### config.mk
export PLATFORM = sky130hd
export DESIGN_NAME = button_gesture_detector
export DESIGN_NICKNAME = d
export VERILOG_FILES = /design/src/rtl/core/bgd_pkg.sv /design/src/rtl/core/button_gesture_detector.sv
export SDC_FILE = /design/constraint.sdc
export NUM_CORES = 1
export LEC_CHECK = 0
export BUFFER_PORTS_ARGS = -buffer_cell sky130_fd_sc_hd__buf_4
export CAP_MARGIN = 10
export CORE_ASPECT_RATIO = 0.8
export CORE_UTILIZATION = 57
export CTS_CLUSTER_SIZE = 28
export DETAILED_ROUTE_END_ITERATION = 12
export PLACE_DENSITY = 0.77
export SETUP_SLACK_MARGIN = 0.05
export SLEW_MARGIN = 20
export SYNTH_ARGS = -nofsm -noshare
export SYNTH_HDL_FRONTEND = slang
export SYNTH_SLANG_ARGS = --single-unit
### constraint.sdc
create_clock -name clock -period 4.3 [get_ports clock]
set_clock_uncertainty 0.05 [all_clocks]
set_input_delay 0.86 -clock clock [delete_from_list [all_inputs] [get_ports clock]]
set_output_delay 0.86 -clock clock [all_outputs]
set_load 0.02 [all_outputs]
### src/rtl/core/bgd_pkg.sv
// Shared types and constants for the button gesture detector.
// No dependencies; used by button_gesture_detector.
`default_nettype none

package bgd_pkg;

   // Time arithmetic width; time stamps wrap modulo 2**TimeWidth (16..64).
   localparam int TimeWidth = 32;

   localparam int NowWidth      = 32;
   localparam int ReqDataWidth  = 40;   // pin_level + now_ms, padded to bytes
   localparam int RspDataWidth  = 24;   // 17 payload bits, padded to bytes
   localparam int CsrIndexWidth = 3;
   localparam int CsrDataWidth  = 16;

   typedef logic [TimeWidth-1:0] time_type;
   typedef logic signed [7:0]    click_type;

   localparam click_type ClickMax  = 8'sd127;
   localparam click_type ClickHold = -8'sd1;

   typedef enum logic [3:0] {
      ST_START         = 4'd0,
      ST_AWAIT_PRESS   = 4'd1,
      ST_DEB_PRESS     = 4'd2,
      ST_AWAIT_RELEASE = 4'd3,
      ST_DEB_RELEASE   = 4'd4,
      ST_AWAIT_MULTI   = 4'd5,
      ST_LONG_PRESS    = 4'd6,
      ST_DEB_LONG_REL  = 4'd7,
      ST_VLONG_PRESS   = 4'd8,
      ST_DEB_VLONG_REL = 4'd9
   } state_type;

   typedef enum logic [2:0] {
      EV_NONE      = 3'd0,
      EV_CLICK     = 3'd1,
      EV_MULTI     = 3'd2,
      EV_HOLD_LONG = 3'd3,
      EV_HOLD_VLONG = 3'd4,
      EV_REL_LONG  = 3'd5,
      EV_REL_VLONG = 3'd6
   } event_type;

   typedef enum logic [1:0] {
      MSG_NONE          = 2'd0,
      MSG_SLOW_POLL     = 2'd1,
      MSG_BOUNCE_PRESS  = 2'd2,
      MSG_BOUNCE_RELEASE = 2'd3
   } msg_type;

   typedef enum logic [CsrIndexWidth-1:0] {
      CSR_ACTIVE_LEVEL   = 3'd0,
      CSR_MULTI_ENABLE   = 3'd1,
      CSR_DEB_PRESS      = 3'd2,
      CSR_DEB_RELEASE    = 3'd3,
      CSR_LONG_PRESS     = 3'd4,
      CSR_VLONG_PRESS    = 3'd5,
      CSR_MULTI_WINDOW   = 3'd6,
      CSR_SLOW_POLL      = 3'd7
   } csr_index_type;

endpackage

`default_nettype wire

### src/rtl/core/button_gesture_detector.sv
// Button gesture detector top level: debounce, click counting, long-press detection.
// Depends on bgd_pkg (types, state and event codes, widths).
`default_nettype none

//  channel | dir | handshake            | payload
//  --------+-----+----------------------+------------------------------------------
//  req     | in  | req_tvalid/tready    | tdata: pin_level[0], now_ms[32:1]
//  rsp     | out | rsp_tvalid/tready    | tdata: event[2:0] msg[4:3] click[12:5]
//          |     |                      |        state[16:13]
//  csr     | in  | csr_valid/csr_ready  | csr_index (0..7), csr_data (low bits used)
//
//  One beat in, one beat out. A poll beat sits in the input register, the
//  state step is compare/subtract logic, and the result lands in the output
//  register: one beat per cycle while rsp_tready does not stall the output.
//  Input register and output register together hold two beats, so a new
//  poll is still taken while a finished result waits on rsp_tready.
//  Synchronous reset restores state to start and non-data registers to defaults.
//  csr_ready is always high; writes take effect on the next cycle.

module button_gesture_detector (
   input  wire                                 clock,
   input  wire                                 reset,
   input  wire                                 req_tvalid,
   output logic                                req_tready,
   input  wire [bgd_pkg::ReqDataWidth-1:0]     req_tdata,   // pin_level, now_ms
   output logic                                rsp_tvalid,
   input  wire                                 rsp_tready,
   output logic [bgd_pkg::RspDataWidth-1:0]    rsp_tdata,   // event, msg, click, state
   input  wire                                 csr_valid,
   output logic                                csr_ready,
   input  wire [bgd_pkg::CsrIndexWidth-1:0]    csr_index,
   input  wire [bgd_pkg::CsrDataWidth-1:0]     csr_data
);

   // ---------------- configuration registers ----------------
   logic        active_level_ff;
   logic        multi_enable_ff;
   logic [7:0]  deb_press_ff;
   logic [7:0]  deb_release_ff;
   logic [15:0] long_press_ff;
   logic [15:0] vlong_press_ff;
   logic [15:0] multi_window_ff;
   logic [15:0] slow_poll_ff;

   assign csr_ready = 1'b1;

   always_ff @(posedge clock) begin
      if (reset) begin
         active_level_ff <= 1'b0;
         multi_enable_ff <= 1'b1;
         deb_press_ff    <= 8'd20;
         deb_release_ff  <= 8'd50;
         long_press_ff   <= 16'd1000;
         vlong_press_ff  <= 16'd3000;
         multi_window_ff <= 16'd300;
         slow_poll_ff    <= 16'd20;
      end else if (csr_valid && csr_ready) begin
         unique case (bgd_pkg::csr_index_type'(csr_index))
            bgd_pkg::CSR_ACTIVE_LEVEL: active_level_ff <= csr_data[0];
            bgd_pkg::CSR_MULTI_ENABLE: multi_enable_ff <= csr_data[0];
            bgd_pkg::CSR_DEB_PRESS:    deb_press_ff    <= csr_data[7:0];
            bgd_pkg::CSR_DEB_RELEASE:  deb_release_ff  <= csr_data[7:0];
            bgd_pkg::CSR_LONG_PRESS:   long_press_ff   <= csr_data;
            bgd_pkg::CSR_VLONG_PRESS:  vlong_press_ff  <= csr_data;
            bgd_pkg::CSR_MULTI_WINDOW: multi_window_ff <= csr_data;
            bgd_pkg::CSR_SLOW_POLL:    slow_poll_ff    <= csr_data;
            default: ;
         endcase
      end
   end

   // ---------------- input register ----------------
   logic                          in_valid_ff;
   logic                          in_pin_ff;
   logic [bgd_pkg::NowWidth-1:0]  in_now_ff;
   logic                          advance;

   // output slot frees up when empty or being drained this cycle
   assign advance    = !rsp_tvalid || rsp_tready;
   assign req_tready = !in_valid_ff || advance;

   always_ff @(posedge clock) begin
      if (reset) begin
         in_valid_ff <= 1'b0;
      end else if (req_tvalid && req_tready) begin
         in_valid_ff <= 1'b1;
      end else if (advance) begin
         in_valid_ff <= 1'b0;
      end
   end

   always_ff @(posedge clock) begin
      if (req_tvalid && req_tready) begin
         in_pin_ff <= req_tdata[0];
         in_now_ff <= req_tdata[bgd_pkg::NowWidth:1];
      end
   end

   // ---------------- detector state ----------------
   bgd_pkg::state_type  state_ff,   state_in;
   bgd_pkg::click_type  click_ff,   click_in;
   bgd_pkg::event_type  event_ff,   event_in;
   bgd_pkg::time_type   press_ff,   press_in;
   bgd_pkg::time_type   release_ff, release_in;
   bgd_pkg::time_type   last_ff;
   bgd_pkg::msg_type    msg;

   logic               step;
   logic               pressed;
   bgd_pkg::time_type  now_t;
   bgd_pkg::time_type  gap;
   bgd_pkg::time_type  since_press;
   bgd_pkg::time_type  since_release;
   logic               slow;
   logic               press_done;     // press held past debounce
   logic               release_done;   // release held past debounce
   logic               long_reached;
   logic               hold_vlong;
   logic               window_open;

   assign step    = in_valid_ff && advance;
   assign pressed = (in_pin_ff == active_level_ff);
   assign now_t   = bgd_pkg::time_type'(in_now_ff);

   // all differences wrap modulo the time width
   assign gap           = now_t - last_ff;
   assign since_press   = now_t - press_ff;
   assign since_release = now_t - release_ff;

   assign slow         = (gap >= bgd_pkg::time_type'(slow_poll_ff));
   assign press_done   = (since_press > bgd_pkg::time_type'(deb_press_ff));
   assign release_done = (since_release > bgd_pkg::time_type'(deb_release_ff));
   assign long_reached = (since_press > bgd_pkg::time_type'(long_press_ff));
   assign hold_vlong   = (since_press > bgd_pkg::time_type'(vlong_press_ff));
   assign window_open  = (since_release < bgd_pkg::time_type'(multi_window_ff))
                         && multi_enable_ff;

   // next state
   always_comb begin
      state_in = state_ff;
      unique case (state_ff)
         bgd_pkg::ST_START: state_in = bgd_pkg::ST_AWAIT_PRESS;
         bgd_pkg::ST_AWAIT_PRESS: begin
            if (pressed) state_in = bgd_pkg::ST_DEB_PRESS;
         end
         bgd_pkg::ST_DEB_PRESS: begin
            if (!pressed) state_in = bgd_pkg::ST_AWAIT_PRESS;
            else if (press_done) state_in = bgd_pkg::ST_AWAIT_RELEASE;
         end
         bgd_pkg::ST_AWAIT_RELEASE: begin
            if (!pressed) state_in = bgd_pkg::ST_DEB_RELEASE;
            else if (long_reached) state_in = bgd_pkg::ST_LONG_PRESS;
         end
         bgd_pkg::ST_DEB_RELEASE: begin
            if (pressed) state_in = bgd_pkg::ST_AWAIT_RELEASE;
            else if (release_done) state_in = bgd_pkg::ST_AWAIT_MULTI;
         end
         bgd_pkg::ST_AWAIT_MULTI: begin
            if (!window_open) state_in = bgd_pkg::ST_AWAIT_PRESS;
            else if (pressed) state_in = bgd_pkg::ST_DEB_PRESS;
         end
         bgd_pkg::ST_LONG_PRESS: begin
            if (!pressed) state_in = bgd_pkg::ST_DEB_LONG_REL;
            else if (hold_vlong) state_in = bgd_pkg::ST_VLONG_PRESS;
         end
         bgd_pkg::ST_DEB_LONG_REL: begin
            if (pressed) state_in = bgd_pkg::ST_LONG_PRESS;
            else if (release_done) state_in = bgd_pkg::ST_AWAIT_PRESS;
         end
         bgd_pkg::ST_VLONG_PRESS: begin
            if (!pressed) state_in = bgd_pkg::ST_DEB_VLONG_REL;
         end
         bgd_pkg::ST_DEB_VLONG_REL: begin
            if (pressed) state_in = bgd_pkg::ST_VLONG_PRESS;
            else if (release_done) state_in = bgd_pkg::ST_AWAIT_PRESS;
         end
         default: state_in = bgd_pkg::ST_START;   // stray codes restart
      endcase
   end

   // event, click count, message and time stamps
   always_comb begin
      msg        = slow ? bgd_pkg::MSG_SLOW_POLL : bgd_pkg::MSG_NONE;
      event_in   = event_ff;
      click_in   = click_ff;
      press_in   = press_ff;
      release_in = release_ff;
      unique case (state_ff)
         bgd_pkg::ST_START: begin
            click_in = '0;
            event_in = bgd_pkg::EV_NONE;
            msg      = bgd_pkg::MSG_NONE;
         end
         bgd_pkg::ST_AWAIT_PRESS: begin
            click_in = '0;
            event_in = bgd_pkg::EV_NONE;
            msg      = bgd_pkg::MSG_NONE;
            if (pressed) press_in = now_t;
         end
         bgd_pkg::ST_DEB_PRESS: begin
            if (!pressed) msg = bgd_pkg::MSG_BOUNCE_PRESS;
            else if (press_done) msg = bgd_pkg::MSG_NONE;
         end
         bgd_pkg::ST_AWAIT_RELEASE: begin
            msg = bgd_pkg::MSG_NONE;
            if (!pressed) begin
               release_in = now_t;
            end else if (long_reached) begin
               event_in = bgd_pkg::EV_HOLD_LONG;
               click_in = bgd_pkg::ClickHold;
            end
         end
         bgd_pkg::ST_DEB_RELEASE: begin
            if (pressed) begin
               msg = bgd_pkg::MSG_BOUNCE_RELEASE;
            end else if (release_done && (click_ff < bgd_pkg::ClickMax)) begin
               click_in = click_ff + 8'sd1;
            end
         end
         bgd_pkg::ST_AWAIT_MULTI: begin
            if (window_open) begin
               if (pressed) press_in = now_t;
            end else if (click_ff == 8'sd1) begin
               event_in = bgd_pkg::EV_CLICK;
            end else if (click_ff > 8'sd1) begin
               event_in = bgd_pkg::EV_MULTI;
            end else begin
               event_in = bgd_pkg::EV_NONE;
            end
         end
         bgd_pkg::ST_LONG_PRESS: begin
            if (!pressed) begin
               release_in = now_t;
            end else if (hold_vlong) begin
               event_in = bgd_pkg::EV_HOLD_VLONG;
            end else begin
               event_in = bgd_pkg::EV_NONE;
               msg      = bgd_pkg::MSG_NONE;
               click_in = '0;
            end
         end
         bgd_pkg::ST_DEB_LONG_REL: begin
            if (pressed) msg = bgd_pkg::MSG_BOUNCE_RELEASE;
            else if (release_done) event_in = bgd_pkg::EV_REL_LONG;
         end
         bgd_pkg::ST_VLONG_PRESS: begin
            if (!pressed) begin
               release_in = now_t;
            end else begin
               event_in = bgd_pkg::EV_NONE;
               click_in = '0;
            end
         end
         bgd_pkg::ST_DEB_VLONG_REL: begin
            if (pressed) msg = bgd_pkg::MSG_BOUNCE_RELEASE;
            else if (release_done) event_in = bgd_pkg::EV_REL_VLONG;
         end
         default: begin
            event_in = bgd_pkg::EV_NONE;
            click_in = '0;
            msg      = bgd_pkg::MSG_NONE;
         end
      endcase
   end

   always_ff @(posedge clock) begin
      if (reset) begin
         state_ff   <= bgd_pkg::ST_START;
         click_ff   <= '0;
         event_ff   <= bgd_pkg::EV_NONE;
         press_ff   <= '0;
         release_ff <= '0;
         last_ff    <= '0;
      end else if (step) begin
         state_ff   <= state_in;
         click_ff   <= click_in;
         event_ff   <= event_in;
         press_ff   <= press_in;
         release_ff <= release_in;
         last_ff    <= now_t;
      end
   end

   // ---------------- output register ----------------
   logic                              rsp_valid_ff;
   logic [bgd_pkg::RspDataWidth-1:0]  rsp_data_ff;

   always_ff @(posedge clock) begin
      if (reset) begin
         rsp_valid_ff <= 1'b0;
      end else if (advance) begin
         rsp_valid_ff <= in_valid_ff;
      end
   end

   always_ff @(posedge clock) begin
      if (step) begin
         rsp_data_ff <= {7'd0, state_in, click_in, msg, event_in};
      end
   end

   assign rsp_tvalid = rsp_valid_ff;
   assign rsp_tdata  = rsp_data_ff;

   // ---------------- assertions ----------------
   // the start state is only ever left, never re-entered from a legal state
   a_no_restart: assert property (@(posedge clock) disable iff (reset)
      step |=> state_ff != bgd_pkg::ST_START)
      else $error("detector returned to start state");

   // click count stays within -1..127
   a_click_range: assert property (@(posedge clock) disable iff (reset)
      click_ff >= bgd_pkg::ClickHold)
      else $error("click count below -1");

   // a pending result always reports the current state
   a_rsp_state: assert property (@(posedge clock) disable iff (reset)
      rsp_tvalid |-> rsp_tdata[16:13] == state_ff)
      else $error("result state field out of step with detector");

   // a poll held in the input register is not lost while the output stalls
   a_in_hold: assert property (@(posedge clock) disable iff (reset)
      (in_valid_ff && !advance) |=> in_valid_ff && $stable(in_now_ff))
      else $error("stalled poll dropped");

endmodule

`default_nettype wire

Word-level counts from Yosys, hierarchy flattened
Cells that the tools add are included.
Widths: inputs -> output; s select.
Word-level totals
  input port bits: 64
  flip-flop bits (word level): 245
  logic and storage cells: 126
  output and inout port bits: 27
Operators by class
  add/sub/neg operators: 4
  multiplexer cells: 48
  eq/ne operators: 19
  reductions and logical operators: 27
  bitwise gates (word level): 1
  $lt $le $gt $ge: 8
Operators by type and width (count)
  $sub 32x32->32: 3
  $gt 32x16->1: 2
  $gt 32x8->1: 2
  $mux 32: 2
  $pmux 32 s2: 1
  $mux 4: 14
  $mux 8: 7
  $pmux 4 s10: 1
  $pmux 8 s5: 1
  $ge 32x16->1: 1
  $lt 32x16->1: 1
  $mux 3: 10
  $pmux 3 s7: 1
  $eq 4x3->1 const B: 4
  $reduce_and 2->1: 8
  $eq 3x3->1 const B: 4
  $add 8x2->8 const B: 1
  $eq 4x2->1 const B: 2
  $eq 4x4->1 const B: 2
  $eq 8x2->1 const B: 1
  $gt 8x2->1 const B: 1
  $lt 8x8->1 const B: 1
  $mux 2: 4
  $pmux 2 s4: 1
  17 further kinds: 32

Longest topological paths before layout
  depth in word-level cells: 6
  gate-level depth with buffers: 22
  gate-level depth less buffers: 22

Worst setup path before layout
Ideal clock, no wire load.
  kind: reg-to-reg
  start: register in_now_ff[0] (netlist bit)
  end: register rsp_data_ff (netlist bit rsp_tdata[3]), data pin
  arrival: 4190 ps
  data required time: 3982 ps
  cell stages (with the launch flop): 23
  path slack: -208 ps
  path through: edfxtp_1 -> inv_1 -> ha_1 -> inv_1 -> fa_1 -> a21o_1 -> a21oi_1 -> o21ai_0 -> a221oi_1 -> a211oi_1 -> o21ai_0 -> nor2b_1 -> xnor2_1 -> ha_1 -> a21o_1 -> a21oi_1 -> o211ai_1 -> nor3_1 -> nand2_1 -> nor4_1 -> nand3_1 -> a2111oi_0 -> a21oi_1
On the way
  word-level cells in the longest chain between the ends: 6
  elaborated cells between the ends (all ways): 12
Ends and longest elaborated chain
  start, declared: RTL line button_gesture_detector.sv:75  | logic [bgd_pkg::NowWidth-1:0] in_now_ff;
  start signal, assigned: RTL line button_gesture_detector.sv:95  | in_now_ff <= req_tdata[bgd_pkg::NowWidth:1];
  $sub 32x32->32: RTL line button_gesture_detector.sv:126  | assign gap = now_t - last_ff;
  $ge 32x16->1: RTL line button_gesture_detector.sv:130  | assign slow = (gap >= bgd_pkg::time_type'(slow_poll_ff));
  $mux 1: RTL line button_gesture_detector.sv:183  | msg = slow ? bgd_pkg::MSG_SLOW_POLL : bgd_pkg::MSG_NONE;
  $mux 1, on equally long branches: RTL line button_gesture_detector.sv:234, button_gesture_detector.sv:202
  $mux 1 or $mux 2 (tied branches): RTL line button_gesture_detector.sv:232, button_gesture_detector.sv:201
  $pmux 2 s4 *: RTL line button_gesture_detector.sv:188  | unique case (state_ff)
  named net msg[0]: RTL line button_gesture_detector.sv:106  | bgd_pkg::msg_type msg;
  end signal, assigned: RTL line button_gesture_detector.sv:298  | rsp_data_ff <= {7'd0, state_in, click_in, msg, event_in};
  end, declared: RTL line button_gesture_detector.sv:286  | logic [bgd_pkg::RspDataWidth-1:0] rsp_data_ff;
The timed path passes the listed nets; every way through them passes the cells marked *.
A chain may end at the register's enable or synchronous reset.

Final worst setup path
  start: register in_now_ff[1] (netlist bit)
  end: register rsp_data_ff (netlist bit rsp_tdata[1]), data pin
On the way
  word-level cells in the longest chain between the ends: 5
  elaborated cells between the ends (all ways): 14
Ends and longest elaborated chain
  $sub 32x32->32, on equally long branches: RTL line button_gesture_detector.sv:128, button_gesture_detector.sv:127
  $gt 32x8->1 (tied with other cells): RTL line button_gesture_detector.sv:132  | assign release_done = (since_release > bgd_pkg::time_type'(deb_release_ff));
  $mux 3 (tied with other cells): RTL line button_gesture_detector.sv:256  | else if (release_done) event_in = bgd_pkg::EV_REL_VLONG;
  $mux 3, on equally long branches
  $pmux 3 s7 *: RTL line button_gesture_detector.sv:188
  named net event_in[1]: RTL line button_gesture_detector.sv:102  | bgd_pkg::event_type event_ff, event_in;
Marks and branches as above.

==> impl_metrics.py <==
metrics = {
    "cts": {
        "clk_latency_ns": 0.56,
        "cts.clk_slew.worst_paths_ns": 0.06,
        "cts_max_level": 1,
        "cts_buffers": 27,
        "cts_sinks": 245,
        "ctsRootBufferMaster": "clkbuf_16",
        "cts.path.max_buffers": 3,
        "cts_tree": "built",
        "postCtsHoldBufs": 0,
    },
    "finish": {
        "drive_gt1_share_pct": 24.9,
        "final_common_cell": "buf_4",
        "areaGrowthSynthToFinish_pct": 27.9,
        "multi_input_area_um2": 12200,
        "seq_area_um2": 5410,
        "mostFrequentLayoutCells": "323 x buf_4, 319 x nand2_1, 224 x a21oi_1",
        "final_core_util_pct": 74.2,
        "diodes": 0,
        "n_fill_cell": 2222,
        "fin_nets": 2784,
    },
    "critical_path": {
        "path_cells": "buf_6, buf_12, ha_4, nor2b_1, o31a_1, buf_6, o31ai_4, buf_6, a21oi_1, nor2_1, xnor2_2, ha_1, a221o_1, a21o_1, a41o_1, o31ai_2, buf_4, nand4_1, nand2_4, o311ai_4, o21bai_1",
        "cp.buffers_inverters": 5,
        "slowest_stage": "edfxtp_1",
        "worstSetupStartpointType": "flip-flop",
        "path_class": "reg2reg",
        "required_ns": 4.54,
        "ff2ff_path_depth": 21,
        "arrival_ns": 4.88,
        "crit_top_cell": "buf_6",
        "crit_family": "compound AO/OA/AOI/OAI gates",
        "cp_slowest_stage_delay_ns": 0.41,
        "cp.depth": 21,
        "critPathMaxFanout": 7,
        "critPathCaptureType": "flip-flop",
    },
    "floorplan": {
        "die_x_um": 199,
        "die_h_um": 160,
        "die_area_um2": 31700,
        "start_util_pct": 58.0,
        "rows": 57,
        "coreArea_um2": 30500,
        "io_pins": 91,
    },
    "sta": {
        "fin_crit_sh_pct": 108,
        "drv_slew": 0,
        "worst_slew_pin_slew_ns": 1.04,
        "timing.final.hold_violations": 0,
        "layout_setup_ws_ns": -0.335,
        "setup_violations": 61,
        "min_period_ns": 4.64,
        "max_clock_freq_mhz": 216,
        "rsz0062_at_grt": "yes",
        "hold_ws_ns": 0.403,
        "slew_headroom_pct": 30.2,
    },
    "global_routing": {
        "grt_pass1_vias": 16900,
        "grt_antenna_before_repair": 0,
        "grt_pass1_wl_mm": 84.2,
        "grt_max_degree": 99,
        "grt_use_total_pct": 33.0,
        "grt-ovfl-total": 0,
    },
    "route": {
        "routed_wl_mm": 55.9,
        "wire_per_inst_um": 18.7,
        "dr.pass1.iters": 6,
        "antenna_left": 0,
        "vias": 18000,
        "drt_iter0_markers": 1600,
        "drc_errors": 0,
        "viasPerCell": 6.03,
    },
    "place": {
        "gp_congestion": 0.980,
        "dpl.hpwl_mm": 39.1,
        "portBuffers": 75,
    },
    "pwr": {
        "power.density_nw_per_um2": 292,
        "leakage_nw": 8.98,
        "total_power_mw": 6.60,
        "power_frac_clock_pct": 34.5,
        "combPwrFrac_pct": 27.7,
        "p_int_mw": 4.53,
        "p_sw_share_pct": 31.4,
        "switching_power_mw": 2.07,
        "vdd_drop_max_mv": 0.330,
        "pwr-share-seq_pct": 37.8,
    },
    "outcome": {
        "status": "finished with violations",
        "violations": "negative setup slack",
    },
    "hold_path": {
        "hold_depth": 2,
        "min_path_type": "reg2reg",
    },
    "synthesis": {
        "ys_ff_latch": 245,
        "synth-main-ff-cell": "dfxtp_1",
        "synthesis.instances": 2259,
        "avgSynthCellArea_um2": 7.83,
        "netlist-cell-type-count": 106,
        "syn_area_um2": 17700,
        "synth_edf_count": 50,
        "ys_warn_count": 0,
        "synth-async-reset-ratio_pct": 0,
        "seq_area_frac_synth_pct": 30.6,
    },
    "flow_run": {
        "cap_viol_max_count": 0,
    },
}
## final timing paths
| kind | from | endpoint | slack (ns) |
|---|---|---|---|
| hold reg to reg | last_ff[17]$_SDFFE_PP0P_ | last_ff[17]$_SDFFE_PP0P_ | 0.40 |
| setup reg to reg | in_now_ff[1]$_DFFE_PP_ | rsp_tdata[1]$_DFFE_PP_ | -0.34 |
| hold / removal | last_ff[17]$_SDFFE_PP0P_ | last_ff[17]$_SDFFE_PP0P_ | 0.40 |
| setup / recovery | in_now_ff[1]$_DFFE_PP_ | rsp_tdata[1]$_DFFE_PP_ | -0.34 |
## power groups by stage
stage               clock (mW)  sequential [mW]  combinational [mW]
floorplan                    0             2.52                1.01
global placement             0             2.53                1.52
detailed placement           0             2.54                1.57
CTS                       2.29             2.49                1.66
global route              2.38             2.50                1.98
finish                    2.28             2.49                1.83
## stage by stage
step	area (um2)	setup WS [ns]	TNS [ns]	instances
6_report	22600	-0.335	-14.57	2980
5_1_grt	22600	-0.584	-25.24	2980
4_1_cts	21500	-0.272	-8.65	2958
3_5_place_dp	20100	-0.518	-24.42	2889
3_3_place_gp	20100	-0.425	-17.73	2889
2_1_floorplan	17800	0.0279	0	2265
## Yosys cell counts (all sizes together), types with 7 or more instances
cell     number  area share [%]
buf          32             1.3
o31ai        14            0.67
and2         13            0.48
nor4         14            0.70
dfxtp       195              22
o31a         10            0.50
a211oi       28             1.3
or3          12            0.42
nand2       329             7.0
mux2i        23             1.3
nand2b       25            0.93
clkbuf       70             1.9
nor3         41             1.2
a2111oi      11            0.58
a21oi       278             8.0
nor2        217             4.6
xor2         20            0.99
o21ai        87             2.5
a31oi        12            0.42
edfxtp       50             8.5
nor2b        17            0.60
o21a         22            0.93
nor3b         8            0.34
a211o        35             1.7
a21o         50             2.1
o221ai        7            0.35
nand3        37             1.1
ha          171              12
o21bai       19            0.83
o211ai       10            0.50
inv         200             4.2
and3         20            0.71
xnor2        41             2.0
or2           7            0.25
nand4        38             1.4
o22ai         9            0.35
## final cells by class
type	count	share of cell area [%]
timing repair buffer	356	12.9
multi-input combinational	1715	53.8
clock buffer	42	3.42
inverter	201	3.34
sequential	245	23.9
tap	413	2.29
clock inverter	8	0.321
## routing by layer
layer	global-route usage, %	share of wire (%)	vias to the layer above
li1	-	-	8515
met1	45.7	42	8541
met2	53.8	46	780
met3	3.81	8.2	136
met4	9.23	3.2	0
met5	0	0	-
## logic make-up (layout without fill, tap and decap cells)
group	count (synthesis)	count (layout)	share of synthesized area (%)
xor+xnor	61	61	3.02
compound gates	641	641	23.5
buf+inv	305	607	7.57
mux	27	27	1.56
other cells	2	8	0.0425
flops	245	245	30.6
simple gates	803	803	21.2
fa+ha+maj	175	175	12.5
## state kept, by name (all words and copies together), names as in the netlist, 3 cells and up
signal and count:
event_ff 3, last_ff 32, in_now_ff 32, multi_window_ff 16
rsp_tdata 17, release_ff 32, long_press_ff 16, deb_release_ff 8
state_ff 4, vlong_press_ff 16, slow_poll_ff 16, click_ff 8
press_ff 32, deb_press_ff 8
## worst register-to-register path: stages, from the launching register on
cell	delay [ns]
edfxtp_1	0.41
buf_6	0.16
buf_12	0.12
ha_4	0.22
nor2b_1	0.14
o31a_1	0.30
buf_6	0.15
o31ai_4	0.22
buf_6	0.17
a21oi_1	0.06
nor2_1	0.17
xnor2_2	0.14
ha_1	0.21
a221o_1	0.36
a21o_1	0.17
a41o_1	0.21
o31ai_2	0.17
buf_4	0.17
nand4_1	0.19
nand2_4	0.24
o311ai_4	0.14
o21bai_1	0.18
## repair_timing
item / CTS / global route
resized for setup: 78 / 193
setup buffers: 18 / 22
setup endpoints to repair: 63 / 63
pin swaps: 56 / 78
cloned: 1 / 5
Note: power is estimated with default switching activity, not from simulation.
